<file path="config.mk">
export PLATFORM = sky130hd
export DESIGN_NAME = lru_frame_replacer_flat
export DESIGN_NICKNAME = d
export VERILOG_FILES = /design/src/rtl/core/lfr_pkg.sv /design/src/rtl/core/lfr_req_if.sv /design/src/rtl/core/lfr_rsp_if.sv /design/src/rtl/core/lru_frame_replacer.sv /design/src/rtl/core/lfr_cell.sv /design/src/rtl/core/lfr_chain.sv /design/src/flat_wrapper.sv
export SDC_FILE = /design/constraint.sdc
export NUM_CORES = 1
export LEC_CHECK = 0
export BUFFER_PORTS_ARGS = -buffer_cell sky130_fd_sc_hd__buf_4
export CORE_MARGIN = 2
export CORE_UTILIZATION = 40
export DETAILED_ROUTE_END_ITERATION = 8
export HOLD_SLACK_MARGIN = 0.03
export SETUP_SLACK_MARGIN = 0.15
export SLEW_MARGIN = 10
export SYNTH_ARGS = -nofsm -noshare
export SYNTH_HDL_FRONTEND = slang
export SYNTH_HIERARCHICAL = 1
export SYNTH_SLANG_ARGS = --single-unit
export TNS_END_PERCENT = 20
</file>
<file path="constraint.sdc">
create_clock -name clk_i -period 8.5 [get_ports clk_i]
set_input_delay 0.85 -clock clk_i [delete_from_list [all_inputs] [get_ports clk_i]]
set_output_delay 0.85 -clock clk_i [all_outputs]
set_load 0.02 [all_outputs]
</file>
<file path="src/rtl/core/lfr_pkg.sv">
package lfr_pkg;

  // list depth and the widths that follow from it
  localparam int unsigned NUM_FRAMES = 16;
  localparam int unsigned SLOT_W     = $clog2(NUM_FRAMES);
  localparam int unsigned COUNT_W    = $clog2(NUM_FRAMES + 1);

  // fixed field widths
  localparam int unsigned FRAME_W = 4;
  localparam int unsigned FUNC_W  = 2;
  localparam int unsigned CAP_W   = 5;
  localparam int unsigned CMP_W   = (COUNT_W > CAP_W) ? COUNT_W : CAP_W;

  localparam logic [CAP_W-1:0] CAP_RESET = CAP_W'(16);

  typedef enum logic [FUNC_W-1:0] {
    FUNC_VICTIM = 2'd0,
    FUNC_PIN    = 2'd1,
    FUNC_UNPIN  = 2'd2
  } func_e;

  // command broadcast to every cell of the chain
  typedef struct packed {
    logic               pin;
    logic               ins;
    logic [FRAME_W-1:0] req_frame;
    logic [COUNT_W-1:0] count_next;
  } ctrl_t;

endpackage

</file>
<file path="src/rtl/core/lfr_req_if.sv">
interface lfr_req_if;
  logic                       valid;
  logic                       ready;
  logic [lfr_pkg::FUNC_W-1:0]  func;
  logic [lfr_pkg::FRAME_W-1:0] frame;

  modport source (output valid, output func, output frame, input ready);
  modport sink (input valid, input func, input frame, output ready);
endinterface

</file>
<file path="src/rtl/core/lfr_rsp_if.sv">
interface lfr_rsp_if;
  logic                        valid;
  logic                        ready;
  logic                        ok;
  logic [lfr_pkg::FRAME_W-1:0] victim_frame;
  logic                        dropped;
  logic [lfr_pkg::COUNT_W-1:0] count;

  modport source (output valid, output ok, output victim_frame, output dropped,
                  output count, input ready);
  modport sink (input valid, input ok, input victim_frame, input dropped,
                input count, output ready);
endinterface

</file>
<file path="src/rtl/core/lru_frame_replacer.sv">
// channel   dir  handshake          payload
// req_i     in   valid/ready        func, frame
// rsp_o     out  valid/ready        ok, victim_frame, dropped, count
// cfg       in   cfg_we_i (no wait) cfg_wdata_i -> capacity
//
// one item per cycle while rsp_o takes results: the list lives in a chain of
// cells that all shift in the same cycle, so an operation completes in the cycle
// it is accepted; the result sits in an output register in the cycle after
// acceptance; req_i.ready stays high while that register is empty or being taken,
// so a stalled rsp_o holds back at most the next item
// reset clears every valid bit and the count, capacity returns to 16
module lru_frame_replacer (
  input  logic                      clk_i,
  input  logic                      rst_ni,
  lfr_req_if.sink                   req_i,
  lfr_rsp_if.source                 rsp_o,
  input  logic                      cfg_we_i,
  input  logic [lfr_pkg::CAP_W-1:0] cfg_wdata_i
);

  logic [lfr_pkg::CAP_W-1:0]   cap_q;
  logic [lfr_pkg::COUNT_W-1:0] count_q, count_d;

  // output register
  logic                        rsp_valid_q;
  logic                        ok_q, ok_d;
  logic [lfr_pkg::FRAME_W-1:0] victim_q, victim_d;
  logic                        drop_q, drop_d;
  logic [lfr_pkg::COUNT_W-1:0] rsp_count_q;

  logic                        accept;
  logic                        hit;
  logic [lfr_pkg::FRAME_W-1:0] tail_frame;
  lfr_pkg::ctrl_t              ctrl;
  lfr_pkg::func_e              func;

  // grown count and effective limit for an insert
  logic [lfr_pkg::COUNT_W-1:0] grown;
  logic [lfr_pkg::CMP_W-1:0]   limit;

  assign req_i.ready = !rsp_valid_q || rsp_o.ready;
  assign accept      = req_i.valid && req_i.ready;
  assign func        = lfr_pkg::func_e'(req_i.func);

  // a full list loses its tail by the shift itself
  assign grown = (count_q >= lfr_pkg::COUNT_W'(lfr_pkg::NUM_FRAMES)) ?
                 lfr_pkg::COUNT_W'(lfr_pkg::NUM_FRAMES) : count_q + 1'b1;

  // capacity above the list depth is clipped to the depth
  assign limit = (lfr_pkg::CMP_W'(cap_q) < lfr_pkg::CMP_W'(lfr_pkg::NUM_FRAMES)) ?
                 lfr_pkg::CMP_W'(cap_q) : lfr_pkg::CMP_W'(lfr_pkg::NUM_FRAMES);

  always_comb begin
    count_d        = count_q;
    ok_d           = 1'b0;
    victim_d       = '0;
    drop_d         = 1'b0;
    ctrl.pin       = 1'b0;
    ctrl.ins       = 1'b0;
    ctrl.req_frame = req_i.frame;
    if (accept) begin
      unique case (func)
        lfr_pkg::FUNC_VICTIM: begin
          if (count_q != '0) begin
            count_d  = count_q - 1'b1;
            ok_d     = 1'b1;
            victim_d = tail_frame;
          end
        end
        lfr_pkg::FUNC_PIN: begin
          if (hit) begin
            ctrl.pin = 1'b1;
            count_d  = count_q - 1'b1;
            ok_d     = 1'b1;
          end
        end
        lfr_pkg::FUNC_UNPIN: begin
          // already listed: nothing moves
          if (!hit) begin
            ctrl.ins = 1'b1;
            ok_d     = 1'b1;
            drop_d   = count_q >= lfr_pkg::COUNT_W'(lfr_pkg::NUM_FRAMES);
            if (lfr_pkg::CMP_W'(grown) > limit) begin
              count_d = lfr_pkg::COUNT_W'(limit);
              drop_d  = 1'b1;
            end else begin
              count_d = grown;
            end
          end
        end
        default: begin
          // unused code: no operation, count still reported
        end
      endcase
    end
    ctrl.count_next = count_d;
  end

  lfr_chain u_chain (
    .clk_i       (clk_i),
    .rst_ni      (rst_ni),
    .ctrl_i      (ctrl),
    .hit_o       (hit),
    .tail_frame_o(tail_frame)
  );

  always_ff @(posedge clk_i or negedge rst_ni) begin
    if (!rst_ni) begin
      cap_q       <= lfr_pkg::CAP_RESET;
      count_q     <= '0;
      rsp_valid_q <= 1'b0;
    end else begin
      if (cfg_we_i) begin
        cap_q <= cfg_wdata_i;
      end
      count_q <= count_d;
      if (accept) begin
        rsp_valid_q <= 1'b1;
      end else if (rsp_o.ready) begin
        rsp_valid_q <= 1'b0;
      end
    end
  end

  // result payload, loaded with each accepted item
  always_ff @(posedge clk_i) begin
    if (accept) begin
      ok_q     <= ok_d;
      victim_q <= victim_d;
      drop_q   <= drop_d;
    end
  end

  // count register already holds the post-operation value
  always_ff @(posedge clk_i) begin
    if (accept) begin
      rsp_count_q <= count_d;
    end
  end

  assign rsp_o.valid        = rsp_valid_q;
  assign rsp_o.ok           = ok_q;
  assign rsp_o.victim_frame = victim_q;
  assign rsp_o.dropped      = drop_q;
  assign rsp_o.count        = rsp_count_q;

endmodule

</file>
<file path="src/rtl/core/lfr_cell.sv">
module lfr_cell (
  input  logic                        clk_i,
  input  logic                        rst_ni,
  input  lfr_pkg::ctrl_t              ctrl_i,
  input  logic [lfr_pkg::SLOT_W-1:0]  slot_i,
  input  logic [lfr_pkg::FRAME_W-1:0] left_frame_i,
  input  logic [lfr_pkg::FRAME_W-1:0] right_frame_i,
  input  logic                        hit_i,
  output logic                        hit_o,
  output logic [lfr_pkg::FRAME_W-1:0] frame_o,
  output logic                        valid_o
);

  logic [lfr_pkg::FRAME_W-1:0] frame_q, frame_d;
  logic                        valid_q, valid_d;

  // hit travels toward the tail: every cell at or past the match closes the gap
  assign hit_o = hit_i | (valid_q && (frame_q == ctrl_i.req_frame));

  always_comb begin
    frame_d = frame_q;
    if (ctrl_i.ins) begin
      frame_d = left_frame_i;
    end else if (ctrl_i.pin && hit_o) begin
      frame_d = right_frame_i;
    end
  end

  // occupied slots are always the lowest ones
  assign valid_d = lfr_pkg::COUNT_W'(slot_i) < ctrl_i.count_next;

  always_ff @(posedge clk_i) begin
    frame_q <= frame_d;
  end

  always_ff @(posedge clk_i or negedge rst_ni) begin
    if (!rst_ni) begin
      valid_q <= 1'b0;
    end else begin
      valid_q <= valid_d;
    end
  end

  assign frame_o = frame_q;
  assign valid_o = valid_q;

endmodule

</file>
<file path="src/rtl/core/lfr_chain.sv">
module lfr_chain (
  input  logic                        clk_i,
  input  logic                        rst_ni,
  input  lfr_pkg::ctrl_t              ctrl_i,
  output logic                        hit_o,
  output logic [lfr_pkg::FRAME_W-1:0] tail_frame_o
);

  logic [lfr_pkg::FRAME_W-1:0] frame_w [lfr_pkg::NUM_FRAMES];
  logic                        valid_w [lfr_pkg::NUM_FRAMES+1];
  logic                        hit_w   [lfr_pkg::NUM_FRAMES+1];

  assign hit_w[0] = 1'b0;

  // past the last cell nothing is occupied
  assign valid_w[lfr_pkg::NUM_FRAMES] = 1'b0;

  for (genvar i = 0; i < lfr_pkg::NUM_FRAMES; i++) begin : g_cell
    logic [lfr_pkg::FRAME_W-1:0] left_w, right_w;

    if (i == 0) begin : g_head
      assign left_w = ctrl_i.req_frame;
    end else begin : g_mid_l
      assign left_w = frame_w[i-1];
    end

    if (i == lfr_pkg::NUM_FRAMES - 1) begin : g_tail
      assign right_w = '0;
    end else begin : g_mid_r
      assign right_w = frame_w[i+1];
    end

    lfr_cell u_cell (
      .clk_i        (clk_i),
      .rst_ni       (rst_ni),
      .ctrl_i       (ctrl_i),
      .slot_i       (lfr_pkg::SLOT_W'(i)),
      .left_frame_i (left_w),
      .right_frame_i(right_w),
      .hit_i        (hit_w[i]),
      .hit_o        (hit_w[i+1]),
      .frame_o      (frame_w[i]),
      .valid_o      (valid_w[i])
    );
  end

  assign hit_o = hit_w[lfr_pkg::NUM_FRAMES];

  // tail is the last occupied cell; at most one cell qualifies
  always_comb begin
    tail_frame_o = '0;
    for (int i = 0; i < lfr_pkg::NUM_FRAMES; i++) begin
      if (valid_w[i] && !valid_w[i + 1]) begin
        tail_frame_o = tail_frame_o | frame_w[i];
      end
    end
  end

endmodule

</file>
<file path="src/flat_wrapper.sv">
// flat-port wrapper written by rule: the top's interface ports become plain ports
module lru_frame_replacer_flat 
  (clk_i, rst_ni, cfg_we_i, cfg_wdata_i, req_i_valid, req_i_func, req_i_frame, req_i_ready, rsp_o_valid, rsp_o_ok, rsp_o_victim_frame, rsp_o_dropped, rsp_o_count, rsp_o_ready);
  lfr_req_if req_i_i ();
  lfr_rsp_if rsp_o_i ();
  input  logic clk_i;
  input  logic rst_ni;
  input  logic cfg_we_i;
  input  logic [lfr_pkg::CAP_W-1:0] cfg_wdata_i;
  input wire logic [$bits(req_i_i.valid)-1:0] req_i_valid;
  input wire logic [$bits(req_i_i.func)-1:0] req_i_func;
  input wire logic [$bits(req_i_i.frame)-1:0] req_i_frame;
  output wire logic [$bits(req_i_i.ready)-1:0] req_i_ready;
  output wire logic [$bits(rsp_o_i.valid)-1:0] rsp_o_valid;
  output wire logic [$bits(rsp_o_i.ok)-1:0] rsp_o_ok;
  output wire logic [$bits(rsp_o_i.victim_frame)-1:0] rsp_o_victim_frame;
  output wire logic [$bits(rsp_o_i.dropped)-1:0] rsp_o_dropped;
  output wire logic [$bits(rsp_o_i.count)-1:0] rsp_o_count;
  input wire logic [$bits(rsp_o_i.ready)-1:0] rsp_o_ready;
  assign req_i_i.valid = req_i_valid;
  assign req_i_i.func = req_i_func;
  assign req_i_i.frame = req_i_frame;
  assign req_i_ready = req_i_i.ready;
  assign rsp_o_valid = rsp_o_i.valid;
  assign rsp_o_ok = rsp_o_i.ok;
  assign rsp_o_victim_frame = rsp_o_i.victim_frame;
  assign rsp_o_dropped = rsp_o_i.dropped;
  assign rsp_o_count = rsp_o_i.count;
  assign rsp_o_i.ready = rsp_o_ready;
  lru_frame_replacer u_core (.clk_i(clk_i), .rst_ni(rst_ni), .req_i(req_i_i), .rsp_o(rsp_o_i), .cfg_we_i(cfg_we_i), .cfg_wdata_i(cfg_wdata_i));
endmodule
</file>
# ---- Yosys cells after proc, flatten, opt, wreduce, memory -nomap -nowiden
# Index checks and enable logic that the tools add are counted.
dict set report word_totals {
  reg_bits 102
  inputBits 16
  word_cells 261
}
dict set report classes {
  add_sub_neg 2
  magnitude_cmp 19
  n_eq_ne 18
  mux 66
  n_bitwise 31
  n_reduce_logical 86
}
# op count
set ops {}
lappend ops {{4-bit 2-to-1 mux} 48}
lappend ops {{4-bit equality test} 16}
lappend ops {{4-bit OR} 15}
lappend ops {{1-bit logical AND} 48}
lappend ops {{4-bit by 5-bit less-than comparator with 1-bit output, first input constant} 8}
lappend ops {{5-bit 2-to-1 mux} 7}
lappend ops {{2-bit nonzero test} 17}
lappend ops {{3-bit by 5-bit less-than comparator with 1-bit output, first input constant} 4}
lappend ops {{1-bit logical NOT} 16}
lappend ops {{1-bit OR} 15}
lappend ops {{5-bit case mux with 3 select lines} 1}
lappend ops {{1-bit by 5-bit less-than comparator with 1-bit output, first input constant} 2}
lappend ops {{2-bit by 5-bit less-than comparator with 1-bit output, first input constant} 2}
lappend ops {{1-bit 2-to-1 mux} 8}
lappend ops {{5-bit by 1-bit adder with 5-bit output, second input constant} 1}
lappend ops {{5-bit greater-or-equal comparator, second input constant} 1}
lappend ops {{5-bit greater-than comparator} 1}
lappend ops {{5-bit less-than comparator, second input constant} 1}
lappend ops {{5-bit nonzero test} 1}
lappend ops {{5-bit by 1-bit subtractor with 5-bit output, second input constant} 1}
lappend ops {{1-bit case mux with 3 select lines} 1}
lappend ops {{2-bit by 1-bit equality test with 1-bit output, second input constant} 1}
lappend ops {{2-bit equality test, second input constant} 1}
lappend ops {{2-bit logical NOT} 1}
lappend ops {{5 further kinds} 5}

# ---- Longest topological paths before layout
# Gate-level depths: netlist of the first run.
dict set report logic_depth {
  ltp_word 33
  depth_mapped 27
  mapped_depth_nobuf 27
}

# ---- Modules after synthesis
# Netlist of the first run, hierarchy kept.
# mod n_inst cells_per_inst area_each_um2 seq_area_each_um2
set by_module_without_submodules {}
lappend by_module_without_submodules {lfr_cell 16 27 326.6 145.1}
lappend by_module_without_submodules {lru_frame_replacer 1 150 1472.7 606.8}
lappend by_module_without_submodules {lfr_chain 1 53 414.1 0.0}

# ---- Worst setup path after synthesis of the first run
# OpenSTA, ideal clock, no wires.
dict set report synth_timing {
  path_kind {input -> register}
  start {input port req_i_frame[0]}
  end {register u_core.u_chain.g_cell[0].u_cell.frame_q, in the netlist u_core/u_chain/g_cell[0].u_cell/frame_o[0] (data pin)}
  t_arrival_ns 6.219
  required_ns 8.237
  slack_ns 2.018
  cell_stages 22
  n_path_buf 0
  path_cell_list {xor2_1 > nor3_1 > a31o_1 > a31o_1 > a31o_1 > a31o_1 > a31o_1 > a31o_1 > a31o_1 > a31o_1 > a31o_1 > a31o_1 > a31o_1 > a31o_1 > a31o_1 > a31o_1 > a31o_1 > a31o_1 > inv_1 > nand3_1 > inv_1 > mux2_2}
}
# element line_no
set synth_rtl {}
lappend synth_rtl {{from (decl)} flat_wrapper.sv:12} ;# input wire logic [$bits(req_i_i.frame)-1:0] req_i_frame;
lappend synth_rtl {{to (signal assigned)} lfr_cell.sv:33} ;# frame_q <= frame_d;
lappend synth_rtl {{to (decl)} lfr_cell.sv:14} ;# logic [lfr_pkg::FRAME_W-1:0] frame_q, frame_d;

==> impl_metrics.csv, run 1 <==
group,metric,value,unit
synthesis,syn_area_per_cell,11.2,um2
timing,max_freq,154,MHz
cts,cts_buffer_depth,2,
route,routedWlPerCell,17.8,um
cts,cts_setup_buffers,0,
outcome,status,"completed",
floorplanning,io_pins,29,
cts,clk_pin_slew,0.07,ns
global_routing,grt_pass1_vias,5385,
timing,period_needed,6.49,ns
place,place.gp.congestion,0.892,
global_routing,grt_start_max_net_pins,42,
hold_path,hp-class,"in -> async",
synthesis,synth.area.top_cells,"edfxtp_1 32%, mux2_2 11%, ha_1 9.9%",
cts,clkLatencyLatePin,0.36,ns
synthesis,netlist.top_cell.by_area,"edfxtp_1",
timing,setup_slack,2.01,ns
timing,setup_viol,0,
cts,tritoncts,"done",
cells_and_area,diodes,0,
power_and_ir_drop,p_leak,3.44,nW
synthesis,ys_seq_elements,102,
setup_path,end_kind,"flop",
cells_and_area,final_common_cell,"edfxtp_1",
synthesis,syn_area,0.00711,mm2
floorplanning,die_w,137,um
route,wl,17300,um
cts,cts_resized,0,
timing,fin_crit_sh,0.763,
floorplanning,dieHeight,137,um
place,port_buffers,28,
setup_path,path_class,"in -> reg",
cts,cts_hold_buf,0,
cts,cts_made_buffers,9,
timing,worstMarginPinSlew,0.847,ns
cells_and_area,final_cell_mix,"75 x edfxtp_1, 69 x conb_1, 68 x mux2_2, 57 x inv_1, 56 x ha_1",
setup_path,timing.rr.end,"u_core/u_chain/g_cell[12].u_cell/valid_o",
setup_path,worst_r2r_path_depth,26,
setup_path,crit_required,8.73,ns
setup_path,cp_max_fo,17,
global_routing,antenna_found_initial,0,
route,avgViaCountPerCell,5.39,
power_and_ir_drop,vdd.ir_drop.worst,123,uV
timing,fin_skew,0.0116,ns
timing,slew_viol_final,0,
floorplanning,core,0.0174,mm2
cells_and_area,syn_to_final_growth,14.5,%
setup_path,reg2reg_from,"u_core/u_chain/g_cell[0].u_cell/frame_o[3]",
timing,slew-limit-headroom,0.435,
floorplanning,die-area,0.0189,mm2
route,drc,0,
synthesis,async_flop_share,0.265,
setup_path,rrSetupSlack,2.35,ns
cts,h-tree-depth,3,
job,max_cap_viol_count,0,
route,via_count,5232,
place,hpwl,12800,um
timing,setup_tns,0,ns
synthesis,synth_top_area_frac,0.317,
synthesis,synth_edf_count,75,
route,first_iter_violations,401,
cts,clock_sinks,102,
route,postRouteAntennaNets,0,
global_routing,grt_overflow,0,
cells_and_area,fillers,1596,
global_routing,grtUsageTotal,0.196,
floorplanning,rows,48,
power_and_ir_drop,power.density,249,mW/mm2
cts,root_buffer,"clkbuf_16",
synthesis,ys_warn_count,6,
synthesis,synth_cell_type_count,50,
floorplanning,start_util,0.410,
timing,grt_setup_unrepaired,"no",
route,firstDrtPassIters,5,
global_routing,grt_pass1_wl,28000,um
cells_and_area,drive_gt1_frac,0.174,
cells_and_area,nets,813,
synthesis,synth_cells,635,
place,place_ws,1.68,ns
synthesis,ys_seq_area_frac,0.412,
synthesis,synth-main-ff-cell,"edfxtp_1",
setup_path,worstSetupStartpointType,"input port",
setup_path,worst_ep_arrival_time,6.72,ns
timing,hold_viol_final,0,
==> critical path, stage by stage <==
cell	delay, ns
buf_4	0.27
xor2_1	0.20
nor3_1	0.07
a31o_1	0.22
a31o_1	0.20
a31o_1	0.20
a31o_1	0.21
a31o_1	0.20
a31o_1	0.20
a31o_1	0.20
a31o_1	0.20
a31o_1	0.20
a31o_1	0.20
a31o_1	0.20
a31o_1	0.20
a31o_1	0.21
a31o_1	0.20
a31o_1	0.20
a31o_1	0.37
nand2b_1	0.26
nand3_1	0.09
nor4b_1	0.24
o32a_1	0.57
inv_1	0.10
ha_1	0.31
nor2_1	0.04
or3_1	0.30
==> how the worst max path moves through the flow <==
stage / startpoint / to / slack, ns / depth (start not counted)
final: req_i_frame[3] / u_core/u_chain/g_cell[12].u_cell/valid_o / 2.01 / 27
after global routing: req_i_frame[3] / u_core/u_chain/g_cell[11].u_cell/valid_o / 1.54 / 27
after CTS: req_i_frame[3] / u_core/u_chain/g_cell[12].u_cell/valid_o / 2.03 / 27
after detailed placement: req_i_frame[3] / u_core/u_chain/g_cell[10].u_cell/valid_o / 1.68 / 27
after floorplan: req_i_frame[0] / u_core/u_chain/g_cell[0].u_cell/frame_o[0] / 2.02 / 22
after global placement: req_i_frame[0] / u_core/u_chain/g_cell[10].u_cell/valid_o / 1.78 / 27
==> layout make-up <==
class / count / area [um2] / share of cell area
Multi-Input combinational cell: 535 / 4160 / 0.511
Sequential cell: 102 / 2930 / 0.360
Tap cell: 225 / 282 / 0.0346
Timing Repair Buffer: 35 / 275 / 0.0338
Clock buffer: 11 / 243 / 0.0298
Inverter: 58 / 218 / 0.0267
Clock inverter: 5 / 41.3 / 0.00507
==> cells in the mapped netlist, types with 3 or more instances <==
cell type / n
ha_1: 56
xnor2_1: 17
and3_2: 4
mux2i_1: 4
a22o_1: 16
nor3_1: 17
a31o_1: 16
mux2_2: 68
nand4_1: 5
a211oi_1: 22
xor2_1: 48
or3_1: 17
nor2b_1: 17
a21o_1: 35
nand2_1: 14
nor2_1: 28
dfrtp_1: 26
nand2b_1: 23
edfxtp_1: 75
nand3_1: 6
inv_1: 58
buf_6: 3
o21ai_0: 5
a21oi_1: 9
a221oi_1: 16
==> where the power goes <==
part / leakage, nW / switching, mW / internal, mW
clock: 0.143 / 0.190 / 0.211
sequential: 0.998 / 0.107 / 0.624
combinational: 2.30 / 0.498 / 0.396
==> state kept, by name (all words and copies together) (netlist names), 4 cells and up <==
register,count
u_core/count_q,5
u_core/rsp_o.count,5
u_core/cap_q,5
u_core/u_chain/g_cell.u_cell/frame_o,64
u_core/u_chain/g_cell.u_cell/valid_o,16
u_core/rsp_o.victim_frame,4
==> through the flow <==
| step | hold slack, ns | cell area (um2) | utilization | power, mW | std cells |
|---|---|---|---|---|---|
| final | 0.398 | 8150 | 0.469 | 2.03 | 971 |
| after global routing | 0.419 | 8150 | 0.469 | 2.20 | 971 |
| after floorplan | 0.473 | 7360 | - | 1.37 | 702 |
| after detailed placement | 0.502 | 7860 | 0.453 | 1.62 | 955 |
| after CTS | 0.417 | 8150 | 0.469 | 2.04 | 971 |
| after global placement | 0.494 | 7860 | 0.453 | 1.59 | 955 |
==> cell families after synthesis <==
logic type               count (synthesis)  synth area share
AND/OR/NAND/NOR                        141             0.112
other                                    2           0.00106
multiplexers                            72             0.113
flip-flops                             102             0.412
XOR/XNOR                                65            0.0800
AO/OA/AOI/OAI                          132             0.145
adder cells (fa/ha/maj)                 56            0.0985
buffers and inverters                   65            0.0387
==> layer usage <==
metal  wire length [um]  vias up  global-route usage
li1                   -     2514                   -
met1               7670     2569               0.251
met2               8490      124               0.334
met3                683       25              0.0372
met4                407        0              0.0624
met5                  0        -                   0
Note: power is estimated with default switching activity, not from simulation.
==> run 2: changes to the inputs <==
==> constraint.sdc (replaced) <==
create_clock -name clk_i -period 5.5 [get_ports clk_i]
set_input_delay 0.55 -clock clk_i [delete_from_list [all_inputs] [get_ports clk_i]]
set_output_delay 0.55 -clock clk_i [all_outputs]
set_load 0.02 [all_outputs]
==> run 2 against run 1 <==
The flow now finishes with violations (negative setup slack). Clock skew down 0.0016 ns. Routed wire length up 18%. Count of clock-buffer cells in the layout down 2. First-iteration DRC count down 12%. Die area unchanged. Non-clock buffer count up 68. Clock power up 63%.
==> impl_metrics.csv, run 2 (synthesized netlist as in run 1, its figures left out) <==
group,metric,value,unit
cts,cts_made_buffers,9,
route,firstDrtPassIters,5,
setup_path,cp_max_fo,8,
timing,fin_crit_sh,1.07,
timing,hold_viol_final,0,
power_and_ir_drop,power.density,395,mW/mm2
timing,slew-limit-headroom,0.505,
place,port_buffers,28,
global_routing,grt_pass1_wl,30400,um
cts,tritoncts,"done",
floorplanning,dieHeight,137,um
setup_path,max_stage_delay,0.42,ns
timing,grt_setup_unrepaired,"yes",
timing,setup_slack,-0.380,ns
power_and_ir_drop,fin_total_pwr,3.66,mW
cells_and_area,drive_gt1_frac,0.319,
place,place.gp.congestion,0.933,
setup_path,end_kind,"flop",
setup_path,cpMaxStageDelayCell,"edfxtp_1",
outcome,violations,"negative setup slack",
route,wl,20400,um
timing,max_freq,170,MHz
job,max_cap_viol_count,0,
setup_path,worst_ep_arrival_time,6.17,ns
outcome,status,"finished with violations",
cts,clk_pin_slew,0.07,ns
route,via_count,5666,
setup_path,path_class,"reg -> reg",
hold_path,hp-class,"in -> async",
cells_and_area,syn_to_final_growth,30.2,%
cts,cts_hold_buf,0,
cells_and_area,final_cell_mix,"85 x buf_4, 75 x edfxtp_1, 69 x conb_1, 68 x mux2_2, 48 x xor2_1",
cts,clock_sinks,102,
timing,hold_ws,0.110,ns
floorplanning,start_util,0.410,
floorplanning,rows,48,
cells_and_area,nets,882,
floorplanning,io_pins,29,
route,routedWlPerCell,19.6,um
power_and_ir_drop,vdd.ir_drop.worst,269,uV
floorplanning,die_w,137,um
global_routing,grtUsageTotal,0.214,
timing,setup_viol,46,
cells_and_area,fillers,1501,
cts,h-tree-depth,3,
route,postRouteAntennaNets,0,
setup_path,worstSetupStartpointType,"flop",
timing,slew_viol_final,0,
cells_and_area,diodes,0,
route,drc,0,
global_routing,grt_overflow,0,
power_and_ir_drop,p_leak,3.87,nW
setup_path,crit_required,5.79,ns
route,first_iter_violations,351,
global_routing,grt_start_max_net_pins,38,
cts,cts_buffer_depth,2,
cells_and_area,largest_reg_flops,64,
cells_and_area,final_common_cell,"buf_4",
timing,worstMarginPinSlew,0.741,ns
route,avgViaCountPerCell,5.45,
timing,fin_skew,0.0100,ns
timing,period_needed,5.88,ns
cts,clkLatencyLatePin,0.35,ns
setup_path,cp_common_cell,"a31o_1",
place,hpwl,13900,um
global_routing,antenna_found_initial,0,
cts,root_buffer,"clkbuf_16",
floorplanning,die-area,0.0189,mm2
floorplanning,core,0.0174,mm2
global_routing,grt_pass1_vias,5597,
run 2: cell count changes in the layout (fill, tap and decap cells not counted), moves of 4 or more:
| cell | delta |
|---|---|
| inv_2 | +12 |
| ha_1 | -12 |
| clkbuf_16 | +7 |
| clkinvlp_4 | +4 |
| inv_1 | -17 |
| a211oi_1 | -12 |
| ha_4 | +12 |
| a211oi_2 | +12 |
| buf_4 | +51 |
| buf_6 | +4 |
| buf_12 | +6 |
run 2: path summary, 6_finish.rpt:
kind	cells after the start	slack (ns)	start	endpoint
max in group asynchronous	1	5.08	rst_ni	u_core/cap_q[4]
min reg2reg	1	0.52	u_core/cap_q[1]	u_core/cap_q[1]
max	28	-0.38	u_core/u_chain/g_cell[0].u_cell/frame_o[2]	u_core/u_chain/g_cell[2].u_cell/valid_o
max reg2reg	28	-0.38	u_core/u_chain/g_cell[0].u_cell/frame_o[2]	u_core/u_chain/g_cell[2].u_cell/valid_o
min in group clk_i	2	0.39	cfg_we_i	u_core/cap_q[4]
min	1	0.11	rst_ni	u_core/rsp_o.valid
run 2: through the flow:
stage / util / std cells / setup WS, ns / setup TNS [ns] / instance area (um2)
2_1_floorplan: - / 702 / 0.00883 / 0 / 7400
3_3_place_gp: 0.474 / 993 / -0.403 / -8.79 / 8230
3_5_place_dp: 0.474 / 993 / -0.522 / -15.85 / 8230
4_1_cts: 0.505 / 1022 / -0.135 / -1.81 / 8770
5_1_grt: 0.533 / 1040 / -0.535 / -16.91 / 9260
6_report: 0.533 / 1040 / -0.380 / -6.17 / 9260
run 2: area by class of cell:
cell class | instances | area (um2) | share of cell area
clock buffers | 9 | 225 | 0.0243
clock inverters | 7 | 75.1 | 0.00811
inverters | 58 | 234 | 0.0253
multi-input cells | 536 | 4520 | 0.488
flip-flops and latches | 102 | 2930 | 0.316
well taps | 225 | 282 | 0.0304
repair buffers | 103 | 998 | 0.108
run 2: repair_timing:
item / 4_1_cts / 5_1_grt
gates cloned: 2 / 6
endpoints found under the setup margin: 59 / 148
buffers inserted: 11 / 12
pin swaps: 19 / 58
resized for setup: 21 / 55
run 2: power by group:
part / switching, mW / leakage (nW) / internal (mW)
logic: 0.975 / 2.74 / 0.893
clock network: 0.299 / 0.138 / 0.354
registers: 0.175 / 0.998 / 0.963
total: 1.45 / 3.87 / 2.21
run 2: layer usage:
metal  wire [um]  part of all wire  track usage  up-vias
met5           0                 0            0        -
met3        1170             0.058       0.0375       43
met1        8650              0.42        0.274     2757
met4         522             0.026       0.0670        0
met2       10000              0.49        0.366      218
li1            -                 -            -     2648
run 2: worst max-delay path: cells and delay by family, from the launching register on:
family / cells / cell delay [ns]
AOI/OAI and AO/OA: 21 / 4.44
DFF: 1 / 0.42
buffers and inverters: 3 / 0.39
adders and majority gates: 1 / 0.22
and+or+nand+nor: 2 / 0.19
xor gates and xnor gates: 1 / 0.18
